## src/rtl/core/b2d_pkg.sv

```systemverilog
// b2d_pkg: shared types, character codes and power-of-ten tables for the
// binary to decimal text converter. No dependencies.
`default_nettype none

package b2d_pkg;

    localparam int unsigned VALUE_W    = 64;
    localparam int unsigned WIDE_W     = 68;
    localparam int unsigned MAX_DIGITS = 20;
    localparam int unsigned NDIG_W     = 5;
    localparam int unsigned DIGIT_W    = 4;
    localparam int unsigned CHAR_W     = 8;

    localparam logic [CHAR_W-1:0] CHAR_MINUS = 8'h2D;
    localparam logic [CHAR_W-1:0] CHAR_ZERO  = 8'h30;

    typedef struct packed {
        logic [VALUE_W-1:0] mag;
        logic               neg;
        logic [NDIG_W-1:0]  ndig;
    } item_t;

    typedef struct packed {
        logic [CHAR_W-1:0] char_code;
        logic              last;
    } beat_t;

    function automatic logic [WIDE_W-1:0] pow10(input logic [NDIG_W-1:0] k);
        logic [WIDE_W-1:0] r;
        unique case (k)
            5'd0:    r = 68'd1;
            5'd1:    r = 68'd10;
            5'd2:    r = 68'd100;
            5'd3:    r = 68'd1000;
            5'd4:    r = 68'd10000;
            5'd5:    r = 68'd100000;
            5'd6:    r = 68'd1000000;
            5'd7:    r = 68'd10000000;
            5'd8:    r = 68'd100000000;
            5'd9:    r = 68'd1000000000;
            5'd10:   r = 68'd10000000000;
            5'd11:   r = 68'd100000000000;
            5'd12:   r = 68'd1000000000000;
            5'd13:   r = 68'd10000000000000;
            5'd14:   r = 68'd100000000000000;
            5'd15:   r = 68'd1000000000000000;
            5'd16:   r = 68'd10000000000000000;
            5'd17:   r = 68'd100000000000000000;
            5'd18:   r = 68'd1000000000000000000;
            5'd19:   r = 68'd10000000000000000000;
            5'd20:   r = 68'd100000000000000000000;
            default: r = '0;
        endcase
        return r;
    endfunction

    // d * 10^k; d is a constant at every call site
    function automatic logic [WIDE_W-1:0] pow10_mult(input logic [DIGIT_W-1:0] d,
                                                    input logic [NDIG_W-1:0] k);
        logic [WIDE_W-1:0] p;
        p = pow10(k);
        return p * WIDE_W'(d);
    endfunction

endpackage

`default_nettype wire

```

## src/rtl/core/b2d_front.sv

```systemverilog
// b2d_front: input side; forms the magnitude, sign and digit count of each
// operand and holds up to two classified items. Depends on b2d_pkg.
`default_nettype none

module b2d_front (
    input  wire logic                          clk,
    input  wire logic                          rst_n,
    input  wire logic                          push,
    output logic                               full,
    input  wire logic [b2d_pkg::VALUE_W-1:0]   value,
    input  wire logic                          wide,
    input  wire logic                          signed_mode,
    output logic                               item_valid,
    output b2d_pkg::item_t                     item,
    input  wire logic                          item_take
);

    b2d_pkg::item_t              mem_reg [2];
    logic                        wr_ptr_reg, wr_ptr_next;
    logic                        rd_ptr_reg, rd_ptr_next;
    logic [1:0]                  cnt_reg, cnt_next;
    logic                        wr_en;
    logic                        rd_en;
    b2d_pkg::item_t              cls;
    logic [31:0]                 low_neg;

    always_comb
    begin
        cls.neg  = 1'b0;
        low_neg  = 32'd0 - value[31:0];
        if (wide)
        begin
            cls.mag = value;
            if (signed_mode && value[63])
            begin
                cls.neg = 1'b1;
                cls.mag = 64'd0 - value;
            end
        end
        else
        begin
            cls.mag = {32'd0, value[31:0]};
            if (signed_mode && value[31])
            begin
                cls.neg = 1'b1;
                cls.mag = {32'd0, low_neg};
            end
        end
        cls.ndig = 5'd1;
        for (int k = 1; k < b2d_pkg::MAX_DIGITS; k++)
        begin
            if ({4'd0, cls.mag} >= b2d_pkg::pow10(b2d_pkg::NDIG_W'(k)))
            begin
                cls.ndig = cls.ndig + 5'd1;
            end
        end
    end

    assign full       = (cnt_reg == 2'd2);
    assign item_valid = (cnt_reg != 2'd0);
    assign item       = mem_reg[rd_ptr_reg];
    assign wr_en      = push && !full;
    assign rd_en      = item_take && item_valid;

    always_comb
    begin
        wr_ptr_next = wr_en ? !wr_ptr_reg : wr_ptr_reg;
        rd_ptr_next = rd_en ? !rd_ptr_reg : rd_ptr_reg;
        cnt_next    = cnt_reg + 2'(wr_en) - 2'(rd_en);
    end

    always_ff @(posedge clk or negedge rst_n)
    begin
        if (!rst_n)
        begin
            wr_ptr_reg <= 1'b0;
            rd_ptr_reg <= 1'b0;
            cnt_reg    <= 2'd0;
        end
        else
        begin
            wr_ptr_reg <= wr_ptr_next;
            rd_ptr_reg <= rd_ptr_next;
            cnt_reg    <= cnt_next;
        end
    end

    always_ff @(posedge clk)
    begin
        if (wr_en)
        begin
            mem_reg[wr_ptr_reg] <= cls;
        end
    end

`ifndef SYNTHESIS
    a_cnt_range: assert property (@(posedge clk) disable iff (!rst_n)
        cnt_reg != 2'd3)
        else $error("front queue count out of range");

    a_ptr_gap: assert property (@(posedge clk) disable iff (!rst_n)
        (cnt_reg == 2'd1) |-> (wr_ptr_reg != rd_ptr_reg))
        else $error("front queue pointers disagree with count");
`endif

endmodule

`default_nettype wire

```

## config.mk

```make
export PLATFORM = sky130hd
export DESIGN_NAME = b2d_front
export DESIGN_NICKNAME = d
export VERILOG_FILES = /design/src/rtl/core/b2d_pkg.sv /design/src/rtl/core/b2d_front.sv
export SDC_FILE = /design/constraint.sdc
export NUM_CORES = 1
export LEC_CHECK = 0
export BUFFER_PORTS_ARGS = -buffer_cell sky130_fd_sc_hd__buf_2
export CAP_MARGIN = 20
export CORE_AREA = 2 2 180 138
export CTS_CLUSTER_DIAMETER = 200
export DETAILED_ROUTE_END_ITERATION = 12
export DIE_AREA = 0 0 182 140
export PLACE_DENSITY = 0.68
export SKIP_CTS_REPAIR_TIMING = 1
export SYNTH_ARGS = -nofsm -noshare
export SYNTH_HDL_FRONTEND = slang
export SYNTH_SLANG_ARGS = --single-unit
```

## constraint.sdc

```tcl
create_clock -name clk -period 5.4 [get_ports clk]
set_clock_uncertainty 0.15 [all_clocks]
set_input_delay 0.27 -clock clk [delete_from_list [all_inputs] [get_ports clk]]
set_output_delay 0.27 -clock clk [all_outputs]
set_load 0.1 [all_outputs]
```

## Word level (Yosys, flattened, before mapping)

Memory sizes are Yosys's and may differ from the RTL's.
Cells that the tools add are included.

| storage, ports and cells | value |
|---|---|
| bits in registers | 4 |
| bits in latches | 0 |
| memory bits (writable) | 140 |
| memory bits (read-only) | 0 |
| output and inout port bits | 72 |
| logic and storage cells | 78 |
| memories kept | 1 |

| operators by class | value |
|---|---|
| add/sub/neg operators | 22 |
| $mul | 0 |
| div/mod/pow operators | 0 |
| order comparisons | 19 |
| eq/ne operators | 1 |
| shifts and indexed selects | 0 |
| muxes and demuxes | 24 |
| bitwise operators | 0 |
| reduce and logical (&&, ||, !) cells | 8 |

Memory list:

| name | words | bits a word | read ports | clocked after memory_dff | wr ports | RTL line | text |
|---|---|---|---|---|---|---|---|
| mem_reg | 2 | 70 | 1 | 0 | 1 | b2d_front.sv:18 | `b2d_pkg::item_t mem_reg [2];` |

Operators with widths:

| kind | count |
|---|---|
| 65-bit 2-to-1 mux | 2 |
| 5-bit by 1-bit adder with 5-bit output, second input constant | 18 |
| 5-bit 2-to-1 mux | 18 |
| 64-bit by 10-bit greater-or-equal comparator with 1-bit output, second input constant | 1 |
| 64-bit by 14-bit greater-or-equal comparator with 1-bit output, second input constant | 1 |
| 64-bit by 17-bit greater-or-equal comparator with 1-bit output, second input constant | 1 |
| 64-bit by 20-bit greater-or-equal comparator with 1-bit output, second input constant | 1 |
| 64-bit by 24-bit greater-or-equal comparator with 1-bit output, second input constant | 1 |
| 64-bit by 27-bit greater-or-equal comparator with 1-bit output, second input constant | 1 |
| 64-bit by 30-bit greater-or-equal comparator with 1-bit output, second input constant | 1 |
| 64-bit by 34-bit greater-or-equal comparator with 1-bit output, second input constant | 1 |
| 64-bit by 37-bit greater-or-equal comparator with 1-bit output, second input constant | 1 |
| 64-bit by 4-bit greater-or-equal comparator with 1-bit output, second input constant | 1 |
| 64-bit by 40-bit greater-or-equal comparator with 1-bit output, second input constant | 1 |
| 64-bit by 44-bit greater-or-equal comparator with 1-bit output, second input constant | 1 |
| 64-bit by 47-bit greater-or-equal comparator with 1-bit output, second input constant | 1 |
| 64-bit by 50-bit greater-or-equal comparator with 1-bit output, second input constant | 1 |
| 64-bit by 54-bit greater-or-equal comparator with 1-bit output, second input constant | 1 |
| 64-bit by 57-bit greater-or-equal comparator with 1-bit output, second input constant | 1 |
| 64-bit by 60-bit greater-or-equal comparator with 1-bit output, second input constant | 1 |
| 64-bit greater-or-equal comparator, second input constant | 1 |
| 64-bit by 7-bit greater-or-equal comparator with 1-bit output, second input constant | 1 |
| 1-bit by 64-bit subtractor with 64-bit output, first input constant | 1 |
| 33-bit 2-to-1 mux | 1 |
| other kinds (9) | 15 |

## Logic depth before layout (Yosys ltp)

| depth | value |
|---|---|
| depth in word-level cells | 41 |
| gate-level depth with buffers | 61 |
| depth with buffers taken out | 59 |

## Least setup slack after synthesis

Ideal clock, no wire load.

| path | value |
|---|---|
| kind | input-to-reg |
| start | in value[1] in the netlist's numbering |
| end | mem mem_reg[0][4] in the netlist's numbering (data pin) |
| data arrival time | 11816 ps |
| required time | 4986 ps |
| setup slack | -6830 ps |
| stages on the path | 56 |
| path buffers | 1 |
| cell sequence | inv_1 -> ha_1 -> nor2b_1 -> nand4_2 -> nor4_4 -> a31oi_1 -> mux2i_1 -> or4_1 -> nor4_1 -> nand4_1 -> nor2_1 -> and3_1 -> inv_1 -> fa_1 -> clkbuf_1 -> xor2_1 -> ha_1 -> a21oi_1 -> (+20 left out) -> nand2_1 -> ha_1 -> mux2i_1 -> o21ai_0 -> xor2_1 -> a21oi_1 -> ha_1 -> mux2_2 -> xor2_1 -> nand2_1 -> o31ai_1 -> ha_1 -> mux2_2 -> ha_1 -> nand2_1 -> maj3_1 -> nor3b_2 -> xnor2_1 |

RTL lines:

| element | RTL line | text |
|---|---|---|
| start, declared | b2d_front.sv:10 | `input wire logic [b2d_pkg::VALUE_W-1:0] value,` |
| end, declared | b2d_front.sv:18 |  |

==> results.yml <==
outcome:
  status: "finished with violations"
  violations: "setup timing"
power:
  peakVddDrop_uv: 506
  combPwrFrac_pct: 57.0
  power_density_nw_per_um2: 370
  power_leakage_nw: 7.50
  switching_share_pct: 52.9
  p_int_w: 0.00314
  power_frac_clock_pct: 17.4
  seq_power_share_pct: 25.6
  switchingPower_w: 0.00354
setup_path:
  setup.worst_path.start: "value[34]"
  start_kind: "input pin"
  r2r_setup_slack_ns: 2.86
  cp_common_cell: "ha_1"
  critPathMaxStageDelay_ns: 0.41
  worst_ep_required_time_ns: 5.44
  slowest_stage: "nor4_4"
  cp_max_fo: 5
  rr_worst_depth: 4
  worst_setup_path_end_kind: "flop"
  r2r-end: "mem_reg[0][9]"
  crit_arrival_ns: 11.14
  endpoint: "mem_reg[1][4]"
  rr_startpoint: "cnt_reg[1]"
  worstSetupPathType: "in2reg"
routing:
  via_count: 13700
  wl_per_cell_um: 21.4
  route.detailed.drc: 0
  via_per_inst: 6.07
  detail-route-antenna-nets: 0
  drt_wl_total_mm: 48.1
  drt_iter0_drc: 1534
  drtPass1Iterations: 7
clock_tree:
  root_buffer: "clkbuf_16"
  cts_tree: "yes"
  htree_levels: 4
  clock_sinks: 144
  cts.path.max_buffers: 2
  clk_pin_slew_worst_paths_ns: 0.07
  cts_made_buffers: 17
  clock_latency_ns: 0.44
logic_synthesis:
  yosysMostFrequentCell: "edfxtp_1"
  netlist_top_cells_area: "edfxtp_1 (34%), mux2_2 (7.2%), xnor2_1 (3.9%)"
  synthCells: 1310
  synth_seq_cells: 144
  yosysTopAreaCell: "edfxtp_1"
  ys_async_sr_fraction_pct: 2.78
  synth_cell_types: 95
  ys_top_cells_by_count: "edfxtp_1 (140), nor2_1 (93), nand2_1 (88)"
  syn-num-nets: 1401
  yosys_warnings: 0
  syn_area_um2: 12200
  ys.flop_type: "edfxtp_1"
  yosysTopAreaCellShare_pct: 34.4
  synth-edff-count: 140
  avgSynthCellArea_um2: 9.32
  ys_seq_area_share_pct: 35.3
sta:
  setup_viol: 10
  hold_viol: 0
  hold_slack_ns: 0.0300
  fmax_mhz: 90.0
  slew_viol_final: 0
  tightest_slew_ns: 1.03
  relSlewSlack_pct: 31.4
  rsz0062_at_grt: "yes"
  timing.final.ws_setup_ns: -5.71
  fin_crit_ns: 11.11
  min_period_over_period_pct: 206
finish:
  fin_cells: 2249
  nets: 2021
  final_layout_size_suffix_gt1_share_pct: 45.7
  diodes: 0
  largest_reg_flops: 140
  area_growth_pct: 48.1
global_routing:
  track_usage_pct: 36.8
  grt_overflow_total: 0
  grt_pass1_vias: 13000
  antenna_found_initial: 0
  grt_pass1_wl_mm: 72.2
  grt_start_max_net_pins: 71
floorplan:
  num_rows: 49
  die_w_um: 182
  die_h_um: 140
  start_util_pct: 51.6
  placeableCoreArea_um2: 23700
  io_pins: 142
  die_area_um2: 25500
placed_design:
  place_congestion: 1.08
  dp_hpwl_mm: 37.2
  io_buffers: 141
  dp.cells: 2196
job:
  max-cap-violations: 0
min_path:
  hold_class: "in2reg"
==> worst min path at each step <==
stage                    from    endpoint  cells after the start
global placement        rst_n  cnt_reg[0]                      1
floorplan               rst_n  cnt_reg[0]                      0
CTS                     rst_n  cnt_reg[0]                      1
global route        item_take  rd_ptr_reg                      3
finish              item_take  rd_ptr_reg                      3
detailed placement      rst_n  cnt_reg[0]                      1
==> worst max-delay path: cells and delay by family <==
kind                     cells  cell delay (ns)
AND/OR/NAND/NOR             13             2.32
XOR/XNOR                     8             1.43
AO/OA/AOI/OAI               14             2.12
adder cells (fa/ha/maj)     11             3.00
buffers and inverters        8             0.88
multiplexers                 5             1.06
==> power by group through the flow <==
stage	registers [W]	clock network, W	logic, W
after floorplan	0.00166	0	0.00289
after global placement	0.00170	0	0.00367
after detailed placement	0.00172	0	0.00372
after CTS	0.00171	0.00118	0.00374
after global routing	0.00174	0.00121	0.00395
final	0.00171	0.00116	0.00381
==> per-stage QoR <==
step | util [%] | area [µm²] | total power (W) | setup TNS, ns | setup WS, ns
2_1_floorplan | - | 12400 | 0.00454 | -45.73 | -5.64
3_3_place_gp | 72.2 | 17100 | 0.00537 | -48.83 | -5.75
3_5_place_dp | 72.2 | 17100 | 0.00545 | -51.63 | -6.10
4_1_cts | 74.5 | 17600 | 0.00663 | -48.55 | -5.81
5_1_grt | 76.4 | 18100 | 0.00689 | -50.36 | -6.07
6_report | 76.4 | 18100 | 0.00668 | -47.35 | -5.71
==> cells in the final DEF, fill, tap and decap left out, types with 19 or more instances in the layout <==
cell,count
a21oi_1,52
buf_2,137
buf_4,524
edfxtp_1,140
inv_1,50
mux2_2,74
nand2_1,87
nand2b_1,21
nand3_1,45
nand4_1,40
nor2_1,91
nor3_1,54
nor4_1,30
o21ai_0,45
or3_1,19
xnor2_1,49
xor2_1,26
==> cell type report <==
class | count | area, µm²
Sequential cell | 144 | 4310
Clock inverter | 14 | 120
Multi-Input combinational cell | 1036 | 7830
Inverter | 59 | 226
Fill cell | 1747 | 5590
Tap cell | 306 | 383
Timing Repair Buffer | 672 | 4780
Clock buffer | 18 | 429
==> per-layer routing <==
metal  global-route usage [%]  part of all wire [%]  wire (µm)
met5                        0                     0          0
met4                     12.0                   2.9       1400
met3                     10.5                    11       5340
met2                     54.0                    42      20200
met1                     52.3                    44      21100
==> cells by family (layout without fill, tap and decap cells) <==
logic type | after synthesis | after routing | synth area share [%]
fa+ha+maj | 22 | 22 | 2.30
compound gates | 287 | 287 | 16.3
flops | 144 | 144 | 35.3
buf+inv | 130 | 763 | 4.28
mux | 97 | 97 | 8.79
xor+xnor | 97 | 97 | 8.08
simple gates | 533 | 533 | 25.0
Power figures use the tool's default switching activity.
